==> src/sv/rsw_pkg.sv <==
// rsw_pkg: shared types and constants for the receive sequence window.
// Used by receive_sequence_window; no dependencies.
package rsw_pkg;

    localparam int SEQ_W            = 31;
    localparam int WSIZE_W          = 11;
    localparam int ADV_W            = 11;
    localparam int STATUS_W         = 3;
    localparam int APB_DATA_W       = 32;
    localparam int APB_ADDR_W       = 3;
    localparam int WINDOW_DEPTH_DEF = 1024;

    localparam logic [WSIZE_W-1:0] WSIZE_RESET = 11'd1024;

    // register index, taken from paddr[2]
    localparam logic REG_INIT_SEQ = 1'b0;
    localparam logic REG_WIN_SIZE = 1'b1;

    typedef enum logic [STATUS_W-1:0] {
        ST_OLDER   = 3'd0,
        ST_BEYOND  = 3'd1,
        ST_DUP     = 3'd2,
        ST_INORDER = 3'd3,
        ST_OOO     = 3'd4
    } t_status;

    typedef enum logic [2:0] {
        S_CLEAR,
        S_IDLE,
        S_CLASS,
        S_CHECK,
        S_WALK_RD,
        S_WALK_CHK,
        S_RESULT
    } t_state;

endpackage

==> src/sv/rsw_mark_ram.sv <==
// rsw_mark_ram: single-port one-bit mark memory, registered read.
// Depends on nothing; depth handed down from receive_sequence_window.
module rsw_mark_ram #(
    parameter int DEPTH = 1024,
    parameter int AW    = 10
) (
    input  logic          i_clk,
    input  logic          i_we,
    input  logic          i_re,
    input  logic [AW-1:0] i_addr,
    input  logic          i_wdata,
    output logic          o_rdata
);

    logic mem [DEPTH];
    logic r_rdata;

    always_ff @(posedge i_clk) begin
        if (i_we) begin
            mem[i_addr] <= i_wdata;
        end
        if (i_re) begin
            r_rdata <= mem[i_addr];
        end
    end

    assign o_rdata = r_rdata;

endmodule

==> src/sv/receive_sequence_window.sv <==
// receive_sequence_window: sliding receive window over 31-bit sequence numbers.
// Depends on rsw_pkg and rsw_mark_ram.
//
// Input channel (i_in_valid/o_in_ready) takes one sequence number per
// transfer; output channel (o_out_valid/i_out_ready) returns one result per
// input: status, gap range for out-of-order packets, window advance for
// in-order packets. One item is processed at a time.
// Older/beyond items are classified without a mark read; duplicate,
// out-of-order and in-order items read their mark first. In-order items then
// walk the window, reading and clearing marks in turn on the single memory port.
// o_in_ready returns when the result is placed in the output register, even if
// that result is still stalled. If the receiver stalls, the finished result waits
// in the output register and the block holds the next result until it drains.
// Reset and any APB write clear the mark memory with o_in_ready low; then the
// window restarts at head 0 with the expected number taken from initial_sequence.
// APB: initial_sequence at 0x0, window_size at 0x4; pready is always high.
module receive_sequence_window #(
    parameter int WINDOW_DEPTH = rsw_pkg::WINDOW_DEPTH_DEF
) (
    input  logic                               i_clk,
    input  logic                               i_rst_n,
    input  logic                               psel,
    input  logic                               penable,
    input  logic                               pwrite,
    input  logic [rsw_pkg::APB_ADDR_W-1:0]     paddr,
    input  logic [rsw_pkg::APB_DATA_W-1:0]     pwdata,
    output logic [rsw_pkg::APB_DATA_W-1:0]     prdata,
    output logic                               pready,
    input  logic                               i_in_valid,
    output logic                               o_in_ready,
    input  logic [rsw_pkg::SEQ_W-1:0]          i_sequence_req,
    output logic                               o_out_valid,
    input  logic                               i_out_ready,
    output logic [rsw_pkg::STATUS_W-1:0]       o_status,
    output logic                               o_gap_valid,
    output logic [rsw_pkg::SEQ_W-1:0]          o_gap_first,
    output logic [rsw_pkg::SEQ_W-1:0]          o_gap_last,
    output logic [rsw_pkg::ADV_W-1:0]          o_advance
);

    localparam int AW  = (WINDOW_DEPTH > 1) ? $clog2(WINDOW_DEPTH) : 1;
    localparam int SZW = AW + 1;
    localparam int SW  = rsw_pkg::SEQ_W;

    rsw_pkg::t_state  r_state, n_state;
    logic [AW-1:0]    r_clr_cnt, n_clr_cnt;
    logic [SW-1:0]    r_init, n_init;
    logic [rsw_pkg::WSIZE_W-1:0] r_wsize, n_wsize;
    logic [AW-1:0]    r_head, n_head;
    logic [SW-1:0]    r_exp, n_exp;
    logic [SW-1:0]    r_seq, n_seq;
    logic [SW-1:0]    r_dist, n_dist;
    logic [AW-1:0]    r_slot, n_slot;
    logic [SZW-1:0]   r_adv, n_adv;
    rsw_pkg::t_status r_res_status, n_res_status;
    logic             r_res_gap, n_res_gap;
    logic [SW-1:0]    r_res_first, n_res_first;
    logic [SW-1:0]    r_res_last, n_res_last;

    logic             r_out_valid, n_out_valid;
    rsw_pkg::t_status r_out_status, n_out_status;
    logic             r_out_gap, n_out_gap;
    logic [SW-1:0]    r_out_first, n_out_first;
    logic [SW-1:0]    r_out_last, n_out_last;
    logic [SZW-1:0]   r_out_adv, n_out_adv;

    logic             cfg_we;
    logic [SZW-1:0]   size;
    logic [SZW-1:0]   slot_sum;
    logic [AW-1:0]    slot_addr;
    logic [SZW-1:0]   head_p1;
    logic [AW-1:0]    head_next;
    logic [SZW-1:0]   adv_p1;

    logic             ram_we;
    logic             ram_re;
    logic [AW-1:0]    ram_addr;
    logic             ram_wdata;
    logic             ram_rdata;

    rsw_mark_ram #(
        .DEPTH (WINDOW_DEPTH),
        .AW    (AW)
    ) u_marks (
        .i_clk   (i_clk),
        .i_we    (ram_we),
        .i_re    (ram_re),
        .i_addr  (ram_addr),
        .i_wdata (ram_wdata),
        .o_rdata (ram_rdata)
    );

    // APB
    assign pready = 1'b1;
    assign cfg_we = psel & penable & pwrite;

    always_comb begin
        prdata = '0;
        if (paddr[1:0] == 2'b00) begin
            if (paddr[2] == rsw_pkg::REG_INIT_SEQ) begin
                prdata = {{(rsw_pkg::APB_DATA_W-SW){1'b0}}, r_init};
            end else begin
                prdata = {{(rsw_pkg::APB_DATA_W-rsw_pkg::WSIZE_W){1'b0}}, r_wsize};
            end
        end
    end

    // effective window size
    always_comb begin
        if (r_wsize == '0) begin
            size = SZW'(1);
        end else if (32'(r_wsize) > WINDOW_DEPTH) begin
            size = SZW'(WINDOW_DEPTH);
        end else begin
            size = SZW'(r_wsize);
        end
    end

    assign slot_sum  = {1'b0, r_head} + SZW'(r_dist);
    assign slot_addr = (slot_sum >= size) ? AW'(slot_sum - size) : AW'(slot_sum);
    assign head_p1   = {1'b0, r_head} + SZW'(1);
    assign head_next = (head_p1 == size) ? '0 : AW'(head_p1);
    assign adv_p1    = r_adv + SZW'(1);

    assign o_in_ready = (r_state == rsw_pkg::S_IDLE);

    always_comb begin
        n_state      = r_state;
        n_clr_cnt    = r_clr_cnt;
        n_init       = r_init;
        n_wsize      = r_wsize;
        n_head       = r_head;
        n_exp        = r_exp;
        n_seq        = r_seq;
        n_dist       = r_dist;
        n_slot       = r_slot;
        n_adv        = r_adv;
        n_res_status = r_res_status;
        n_res_gap    = r_res_gap;
        n_res_first  = r_res_first;
        n_res_last   = r_res_last;
        n_out_valid  = r_out_valid & ~i_out_ready;
        n_out_status = r_out_status;
        n_out_gap    = r_out_gap;
        n_out_first  = r_out_first;
        n_out_last   = r_out_last;
        n_out_adv    = r_out_adv;
        ram_we       = 1'b0;
        ram_re       = 1'b0;
        ram_addr     = r_head;
        ram_wdata    = 1'b0;

        case (r_state)
            rsw_pkg::S_CLEAR: begin
                ram_we   = 1'b1;
                ram_addr = r_clr_cnt;
                if (r_clr_cnt == AW'(WINDOW_DEPTH - 1)) begin
                    n_state = rsw_pkg::S_IDLE;
                end else begin
                    n_clr_cnt = r_clr_cnt + AW'(1);
                end
            end
            rsw_pkg::S_IDLE: begin
                if (i_in_valid) begin
                    n_seq   = i_sequence_req;
                    n_dist  = i_sequence_req - r_exp;
                    n_state = rsw_pkg::S_CLASS;
                end
            end
            rsw_pkg::S_CLASS: begin
                n_res_gap   = 1'b0;
                n_res_first = '0;
                n_res_last  = '0;
                n_adv       = '0;
                if (r_dist[SW-1]) begin
                    n_res_status = rsw_pkg::ST_OLDER;
                    n_state      = rsw_pkg::S_RESULT;
                end else if (r_dist >= SW'(size)) begin
                    n_res_status = rsw_pkg::ST_BEYOND;
                    n_state      = rsw_pkg::S_RESULT;
                end else begin
                    ram_re   = 1'b1;
                    ram_addr = slot_addr;
                    n_slot   = slot_addr;
                    n_state  = rsw_pkg::S_CHECK;
                end
            end
            rsw_pkg::S_CHECK: begin
                if (ram_rdata) begin
                    n_res_status = rsw_pkg::ST_DUP;
                    n_state      = rsw_pkg::S_RESULT;
                end else if (r_dist != '0) begin
                    ram_we       = 1'b1;
                    ram_addr     = r_slot;
                    ram_wdata    = 1'b1;
                    n_res_status = rsw_pkg::ST_OOO;
                    n_res_gap    = 1'b1;
                    n_res_first  = r_exp;
                    n_res_last   = r_seq - SW'(1);
                    n_state      = rsw_pkg::S_RESULT;
                end else begin
                    // in order: the new mark is at head and is consumed at once
                    ram_we       = 1'b1;
                    ram_addr     = r_head;
                    n_head       = head_next;
                    n_exp        = r_exp + SW'(1);
                    n_adv        = SZW'(1);
                    n_res_status = rsw_pkg::ST_INORDER;
                    n_state      = (size == SZW'(1)) ? rsw_pkg::S_RESULT
                                                     : rsw_pkg::S_WALK_RD;
                end
            end
            rsw_pkg::S_WALK_RD: begin
                ram_re   = 1'b1;
                ram_addr = r_head;
                n_state  = rsw_pkg::S_WALK_CHK;
            end
            rsw_pkg::S_WALK_CHK: begin
                if (ram_rdata) begin
                    ram_we   = 1'b1;
                    ram_addr = r_head;
                    n_head   = head_next;
                    n_exp    = r_exp + SW'(1);
                    n_adv    = adv_p1;
                    n_state  = (adv_p1 == size) ? rsw_pkg::S_RESULT
                                                : rsw_pkg::S_WALK_RD;
                end else begin
                    n_state = rsw_pkg::S_RESULT;
                end
            end
            rsw_pkg::S_RESULT: begin
                if (!r_out_valid || i_out_ready) begin
                    n_out_valid  = 1'b1;
                    n_out_status = r_res_status;
                    n_out_gap    = r_res_gap;
                    n_out_first  = r_res_first;
                    n_out_last   = r_res_last;
                    n_out_adv    = r_adv;
                    n_state      = rsw_pkg::S_IDLE;
                end
            end
            default: begin
                n_state = rsw_pkg::S_CLEAR;
            end
        endcase

        // any register write restarts the window
        if (cfg_we) begin
            if (paddr[2] == rsw_pkg::REG_INIT_SEQ) begin
                n_init = pwdata[SW-1:0];
            end else begin
                n_wsize = pwdata[rsw_pkg::WSIZE_W-1:0];
            end
            n_state   = rsw_pkg::S_CLEAR;
            n_clr_cnt = '0;
            n_head    = '0;
            n_exp     = n_init;
        end
    end

    always_ff @(posedge i_clk) begin
        if (!i_rst_n) begin
            r_state     <= rsw_pkg::S_CLEAR;
            r_clr_cnt   <= '0;
            r_init      <= '0;
            r_wsize     <= rsw_pkg::WSIZE_RESET;
            r_head      <= '0;
            r_exp       <= '0;
            r_out_valid <= 1'b0;
        end else begin
            r_state     <= n_state;
            r_clr_cnt   <= n_clr_cnt;
            r_init      <= n_init;
            r_wsize     <= n_wsize;
            r_head      <= n_head;
            r_exp       <= n_exp;
            r_out_valid <= n_out_valid;
        end
    end

    always_ff @(posedge i_clk) begin
        r_seq        <= n_seq;
        r_dist       <= n_dist;
        r_slot       <= n_slot;
        r_adv        <= n_adv;
        r_res_status <= n_res_status;
        r_res_gap    <= n_res_gap;
        r_res_first  <= n_res_first;
        r_res_last   <= n_res_last;
        r_out_status <= n_out_status;
        r_out_gap    <= n_out_gap;
        r_out_first  <= n_out_first;
        r_out_last   <= n_out_last;
        r_out_adv    <= n_out_adv;
    end

    assign o_out_valid = r_out_valid;
    assign o_status    = r_out_status;
    assign o_gap_valid = r_out_gap;
    assign o_gap_first = r_out_first;
    assign o_gap_last  = r_out_last;
    assign o_advance   = rsw_pkg::ADV_W'(r_out_adv);

endmodule
==> config.mk <==
export PLATFORM = sky130hd
export DESIGN_NAME = receive_sequence_window
export DESIGN_NICKNAME = d
export VERILOG_FILES = /design/src/sv/rsw_pkg.sv /design/src/sv/rsw_mark_ram.sv /design/src/sv/receive_sequence_window.sv
export SDC_FILE = /design/constraint.sdc
export NUM_CORES = 2
export LEC_CHECK = 0
export ABC_AREA = 1
export BUFFER_PORTS_ARGS = -buffer_cell sky130_fd_sc_hd__buf_2
export CELL_PAD_IN_SITES_DETAIL_PLACEMENT = 1
export CELL_PAD_IN_SITES_GLOBAL_PLACEMENT = 1
export CORE_ASPECT_RATIO = 0.6
export CORE_UTILIZATION = 42
export CTS_CLUSTER_DIAMETER = 200
export DETAILED_ROUTE_END_ITERATION = 10
export GPL_ROUTABILITY_DRIVEN = 0
export PLACE_DENSITY = 0.76
export SLEW_MARGIN = 20
export SYNTH_ARGS = -nofsm -noshare
export SYNTH_HDL_FRONTEND = slang
export SYNTH_SLANG_ARGS = --single-unit
==> constraint.sdc <==
create_clock -name i_clk -period 6.05 [get_ports i_clk]
set_clock_uncertainty 0.2 [all_clocks]
set_input_delay 0.3025 -clock i_clk [delete_from_list [all_inputs] [get_ports i_clk]]
set_output_delay 0.3025 -clock i_clk [all_outputs]
set_load 0.01 [all_outputs]
==> Yosys cells after proc, flatten, opt, wreduce, memory -nomap -nowiden <==
Memory sizes are Yosys's and may differ from the RTL's. A register that Yosys moved wholly into a read port is not among the register bits.
Cells that the tools add are included.
{ "word_totals": {"regBits": 323, "ram_bits": 1024, "output_inout_bits": 112, "elab_cells": 146, "n_memories": 1} }
{ "mem_list": {"columns": ["name", "words", "word_bits", "read_ports", "rd_clocked_by_memory_dff", "write_ports", "line", "text"], "rows": [
  ["u_marks.mem", 1024, 1, 1, 1, 1, "rsw_mark_ram.sv:15", "logic mem [DEPTH];"]
]} }
{ "op_classes": {"n_addsub": 8, "magnitude_cmp": 3, "n_eq_ne": 21, "muxes": 63, "n_bitwise": 8, "reduce_logical": 22} }
{ "ops": {"columns": ["op", "count"], "rows": [
  ["31-bit 2-to-1 mux", 11],
  ["31-bit one-hot mux with 2 select lines", 3],
  ["10-bit 2-to-1 mux", 9],
  ["11-bit 2-to-1 mux", 5],
  ["11-bit one-hot mux with 3 select lines", 1],
  ["31-bit by 1-bit adder with 31-bit output (second input constant)", 1],
  ["31-bit by 11-bit greater-or-equal comparator with 1-bit output", 1],
  ["31-bit nonzero test", 1],
  ["31-bit by 1-bit subtractor with 31-bit output (second input constant)", 1],
  ["31-bit subtractor", 1],
  ["10-bit one-hot mux with 3 select lines", 1],
  ["3-bit 2-to-1 mux", 9],
  ["11-bit == test", 2],
  ["3-bit one-hot mux with 7 select lines", 1],
  ["10-bit one-hot mux with 2 select lines", 1],
  ["1-bit 2-to-1 mux", 13],
  ["2-bit inequality test (second input constant)", 6],
  ["4-bit AND reduction", 3],
  ["10-bit by 1-bit adder with 11-bit output (second input constant)", 1],
  ["10-bit by 11-bit adder with 11-bit output", 1],
  ["11-bit by 1-bit adder with 11-bit output (second input constant)", 1],
  ["11-bit by 1-bit == test with 1-bit output (second input constant)", 1],
  ["11-bit greater-or-equal comparator", 1],
  ["11-bit > comparator (second input constant)", 1],
  ["25 further kinds", 49]
]} }

==> Depth between registers and ports, before layout <==
{ "logic_depth": {"ltp_word": 8, "ltp_mapped": 39} }

==> By module <==
A second synthesis with hierarchy kept.
{ "hier_totals": {"cells_unflattened": 6908, "area_unflattened_um2": 63776.2} }
{ "modules_own_cells": {"columns": ["module", "n_inst", "cells_each", "area_each_um2", "seq_area_each_um2"], "rows": [
  ["rsw_mark_ram", 1, 4882, 46309.4, 30779.5],
  ["receive_sequence_window", 1, 2026, 17466.8, 8728.4]
]} }

==> Least setup slack after synthesis <==
Ideal clock, no wire load.
{ "synth_path": {"kind": "register -> register", "startpoint": "reg r_state[1]", "endpoint": "reg r_res_first[0], enable pin", "setup_time_ps": 571, "t_arrival_ps": 5216, "slack_ps": 63, "stages_incl_launch_ff": 7, "period_less_slack_ps": 5987, "path_cell_list": "dfxtp_1 nand2_1 nor2_2 inv_2 nor2_2 inv_2 o21ai_0"} }
{ "synth_between": {"elab_chain_len": 3, "word_cells_on_any_way": 6, "classes_between": "eq/ne: 4; reduce/logical: 2"} }
{ "synth_rtl": {"columns": ["element", "line", "text"], "rows": [
  ["from (decl)", "receive_sequence_window.sv:45", "rsw_pkg::t_state r_state, n_state;"],
  ["from (signal assigned)", "receive_sequence_window.sv:263", "r_state <= rsw_pkg::S_CLEAR;"],
  ["from (signal assigned)", "receive_sequence_window.sv:271", "r_state <= n_state;"],
  ["3-bit by 2-bit == test with 1-bit output", "receive_sequence_window.sv:153", "case (r_state)"],
  ["2-bit inequality test (no source line) or 2-bit nonzero test (tied branches)", null, null],
  ["3-bit AND reduction (no source line) *", null, null],
  ["to (signal assigned)", "receive_sequence_window.sv:288", "r_res_first <= n_res_first;"],
  ["to (decl)", "receive_sequence_window.sv:57", "logic [SW-1:0] r_res_first, n_res_first;"]
]} }
Every way passes the cells marked *; elsewhere a longest branch is shown, timed or not.
A chain may end at the register's enable or synchronous reset.

==> Final worst setup path <==
{ "layout_path": {"startpoint": "reg r_dist[0]", "endpoint": "reg u_marks.r_rdata (netlist: u_marks.o_rdata) (read register of u_marks.mem), data pin"} }
{ "layout_between": {"elab_chain_len": 6, "word_cells_on_any_way": 14, "classes_between": "add/sub: 2; order compare: 2; mux: 9; reduce/logical: 1"} }
{ "layout_rtl": {"columns": ["element", "line", "text"], "rows": [
  ["from (decl)", "receive_sequence_window.sv:52", "logic [SW-1:0] r_dist, n_dist;"],
  ["from (signal assigned)", "receive_sequence_window.sv:283", "r_dist <= n_dist;"],
  ["10-bit by 11-bit adder with 11-bit output *", "receive_sequence_window.sv:119", "assign slot_sum = {1'b0, r_head} + SZW'(r_dist);"],
  ["10-bit subtractor or 11-bit greater-or-equal comparator (tied branches)", "receive_sequence_window.sv:120", "assign slot_addr = (slot_sum >= size) ? AW'(slot_sum - size) : AW'(slot_sum);"],
  ["10-bit 2-to-1 mux *", "receive_sequence_window.sv:120", null],
  ["named net slot_addr[3]", "receive_sequence_window.sv:70", "logic [AW-1:0] slot_addr;"],
  ["10-bit 2-to-1 mux *", "receive_sequence_window.sv:178", "end else if (r_dist >= SW'(size)) begin"],
  ["10-bit 2-to-1 mux *", "receive_sequence_window.sv:175", "if (r_dist[SW-1]) begin"],
  ["10-bit one-hot mux with 3 select lines *", "receive_sequence_window.sv:153", null],
  ["to (decl)", "rsw_mark_ram.sv:16", "logic r_rdata;"]
]} }
The timed path passes the listed nets; every way through them passes the cells marked *.

==> results.py <==
metrics = {
    "layout": {
        "layout-drive-gt1-share_pct": 10.6,
        "area_growth_pct": 15.0,
        "final_common_cell": "nand2_1",
        "nets": 7680,
        "mostFrequentLayoutCells": "nand2_1 (3006), edfxtp_1 (1251), nor2_1 (1235)",
        "fin_area_sq_um": 74500,
        "fin_cells": 9675,
        "finalCoreUtilization_pct": 48.8,
    },
    "global_route": {
        "antenna_found_initial": 6,
        "grt_pass1_vias": 53536,
        "grt_pass1_wl_microns": 340000,
        "grt-ovfl-total": 0,
        "gr-usage-all-layers_pct": 29.3,
        "grt_start_max_net_pins": 251,
    },
    "floorplan": {
        "dieArea_sq_um": 156000,
        "chipWidth_microns": 509,
        "start_util_pct": 42.4,
        "die_y_microns": 306,
        "num_rows": 111,
        "coreArea_sq_um": 153000,
        "ios": 185,
    },
    "synth": {
        "muxShareOfSynthArea_pct": 0,
        "synth_area_sq_um": 64800,
        "ys_types": 59,
        "ys_ff_latch": 1348,
        "syn_area_per_cell_sq_um": 8.87,
        "synth_flop_cell": "edfxtp_1",
        "synth_fa_ha_area_share_pct": 1.39,
        "yosysSeqAreaShare_pct": 61.0,
        "synth_top_family_by_area": "simple AND/OR/NAND/NOR gates",
        "synth.net_count": 7450,
        "synthSimpleGateAreaFrac_pct": 28.3,
        "synth_top_area_share_pct": 58.0,
        "async_flop_share_pct": 0,
        "synth_cells": 7307,
        "post-synth-top-area-cell": "edfxtp_1",
        "synth_compound_area_share_pct": 3.12,
        "ys_warn_count": 0,
        "synth-edff-count": 1251,
        "synth.area.top_cells": "edfxtp_1 (58%), nand2_1 (18%), nor2_1 (7.2%), dfxtp_1 (3.0%), nand3_1 (1.9%)",
        "post_synth_xor_area_fraction_pct": 1.23,
    },
    "detailed_routing": {
        "antenna_left": 0,
        "dr.pass1.iters": 6,
        "via_per_inst": 5.54,
        "post-route-drc-count": 0,
        "first_iter_violations": 5983,
        "wirelength_microns": 231000,
        "routedWlPerCell_microns": 23.9,
        "vias": 53566,
    },
    "power_and_ir_drop": {
        "p_sw_share_pct": 25.5,
        "p_switching_w": 0.00522,
        "sequentialPowerShare_pct": 49.3,
        "powerDensity_nw_per_um2": 274,
        "p_total_w": 0.0204,
        "internal_power_w": 0.0152,
        "p_clk_share_pct": 40.5,
        "leakagePower_nw": 28.5,
        "combPwrFrac_pct": 10.2,
        "ir_drop_v": 0.000242,
    },
    "sta": {
        "rsz0062_at_grt": "yes",
        "finalSetupViolations": 0,
        "hold_violations": 0,
        "finalCritPeriodShare_pct": 97.1,
        "max_freq_ghz": 0.170,
        "fin_crit_ps": 5880,
        "slew_headroom_pct": 17.8,
        "slew_viol_final": 0,
        "tightestPinTransition_ps": 1230,
    },
    "worst_setup_path": {
        "endpoint_kind": "flop",
        "arrival_ps": 6290,
        "worstPathMaxFanout": 13,
        "crit_type": "flop to flop",
        "crit_required_ps": 6460,
        "critPathSlowestCell": "fa_2",
        "crit_path_max_incr_delay_ps": 400,
        "start_kind": "flop",
        "cpMostUsedCell": "nand2_1",
    },
    "clock_network": {
        "cts_buffer_depth": 3,
        "insertion_delay_ps": 770,
        "cts_tree": "yes",
        "path_clk_slew_ps": 60,
        "h-tree-depth": 4,
        "cts_buffers": 131,
        "clkSinkCount": 1348,
        "cts_root_buffer": "clkbuf_16",
    },
    "placement": {
        "place_hpwl_microns": 143000,
        "dpl.cell_count": 9336,
        "port_buffers": 181,
        "place_area_sq_um": 68900,
    },
    "run_status": {
        "status": "finished clean",
    },
    "job": {
        "drv_cap": 0,
    },
    "worst_hold_path": {
        "min_path_type": "input pin to flop",
    },
}
## what timing repair did
item,in CTS,in global routing
hold buffers,77,0
setup buffers,5,15
gates resized for setup,15,61
pin swaps,3,14
gates cloned,3,3
setup endpoints to repair,403,924
endpoints found under the hold margin,145,0
## area by class of cell
| class | count | area [sq um] |
|---|---|---|
| flip-flops and latches | 1348 | 39500 |
| clock buffers | 171 | 3580 |
| multi-input cells | 5182 | 22400 |
| repair buffers | 536 | 4650 |
| diodes | 1 | 2.50 |
| well taps | 2034 | 2540 |
| inverters | 338 | 1320 |
| fillers | 17570 | 78400 |
| clock inverters | 65 | 561 |
## through the flow
step / setup TNS, ps / hold WS [ps] / setup WS (ps)
3_5_place_dp: -40920 / 205 / -390
6_report: 0 / 70.8 / 174
3_3_place_gp: -15400 / 202 / -152
2_1_floorplan: 0 / 200 / 63.0
4_1_cts: 0 / 5.58 / 45.6
5_1_grt: -112 / 74.6 / -97.8
## per-layer routing
layer  track usage (%)  routed length [microns]  vias up
li1                  -                        -    24015
met4              7.56                     4590        6
met2              41.8                    97100     2312
met1              42.4                   102000    26932
met3              9.72                    27700      301
met5                 0                       34        -
## synthesized netlist by cell type (18+ instances only)
| library cell | count |
|---|---|
| dfxtp_1 | 97 |
| buf_2 | 189 |
| a31oi_1 | 21 |
| nor2_4 | 21 |
| ha_1 | 67 |
| nor3_1 | 51 |
| o22ai_1 | 30 |
| a21oi_1 | 115 |
| xor2_1 | 66 |
| nand2_1 | 3029 |
| nand4_1 | 19 |
| o21ai_0 | 111 |
| clkbuf_1 | 196 |
| xnor2_1 | 25 |
| a211oi_1 | 18 |
| inv_2 | 38 |
| edfxtp_1 | 1251 |
| o21ai_1 | 20 |
| inv_1 | 296 |
| nand3_1 | 242 |
| buf_1 | 38 |
| nor2_1 | 1246 |
## critical path: cells and delay by family (launching register included)
| family | cells | cell delay [ps] |
|---|---|---|
| xor gates and xnor gates | 1 | 280 |
| DFF | 1 | 370 |
| AOI/OAI and AO/OA | 7 | 1110 |
| buffers and inverters | 5 | 760 |
| and+or+nand+nor | 18 | 2120 |
| adders and majority gates | 3 | 870 |
## kinds of logic (layout without fill, tap and decap cells)
group	after synthesis	count (layout)
and+or+nand+nor	4662	4663
AOI/OAI and AO/OA	356	356
DFF	1348	1348
adders and majority gates	70	70
other	2	3
buffers and inverters	778	1110
xor gates and xnor gates	91	91
## power by group through the flow
stage / clock network (W) / logic, W / registers, W
after detailed placement: 0 / 0.00192 / 0.0103
after floorplan: 0 / 0.00118 / 0.0103
after CTS: 0.00835 / 0.00201 / 0.0101
after global placement: 0 / 0.00185 / 0.0103
after global routing: 0.00869 / 0.00228 / 0.0101
final: 0.00828 / 0.00208 / 0.0101
## final timing paths
path | from | to | slack (ps) | cells past startpoint
worst min register to register | r_res_first[10] | o_gap_first[10] | 220 | 0
worst max-delay path | r_dist[0] | u_marks.o_rdata | 170 | 34
worst min-delay path | i_sequence_req[0] | r_seq[0] | 70 | 2
worst max register to register | r_dist[0] | u_marks.o_rdata | 170 | 34
## sequential cells by signal (all words and copies together), names as in the netlist, 11 cells and up
name / count
u_marks.mem: 1024
o_gap_first: 31
o_gap_last: 31
r_dist: 31
r_exp: 31
r_init: 31
r_res_first: 31
r_res_last: 31
r_seq: 31
o_advance: 11
r_adv: 11
r_wsize: 11
(Power assumes the default switching activity.)
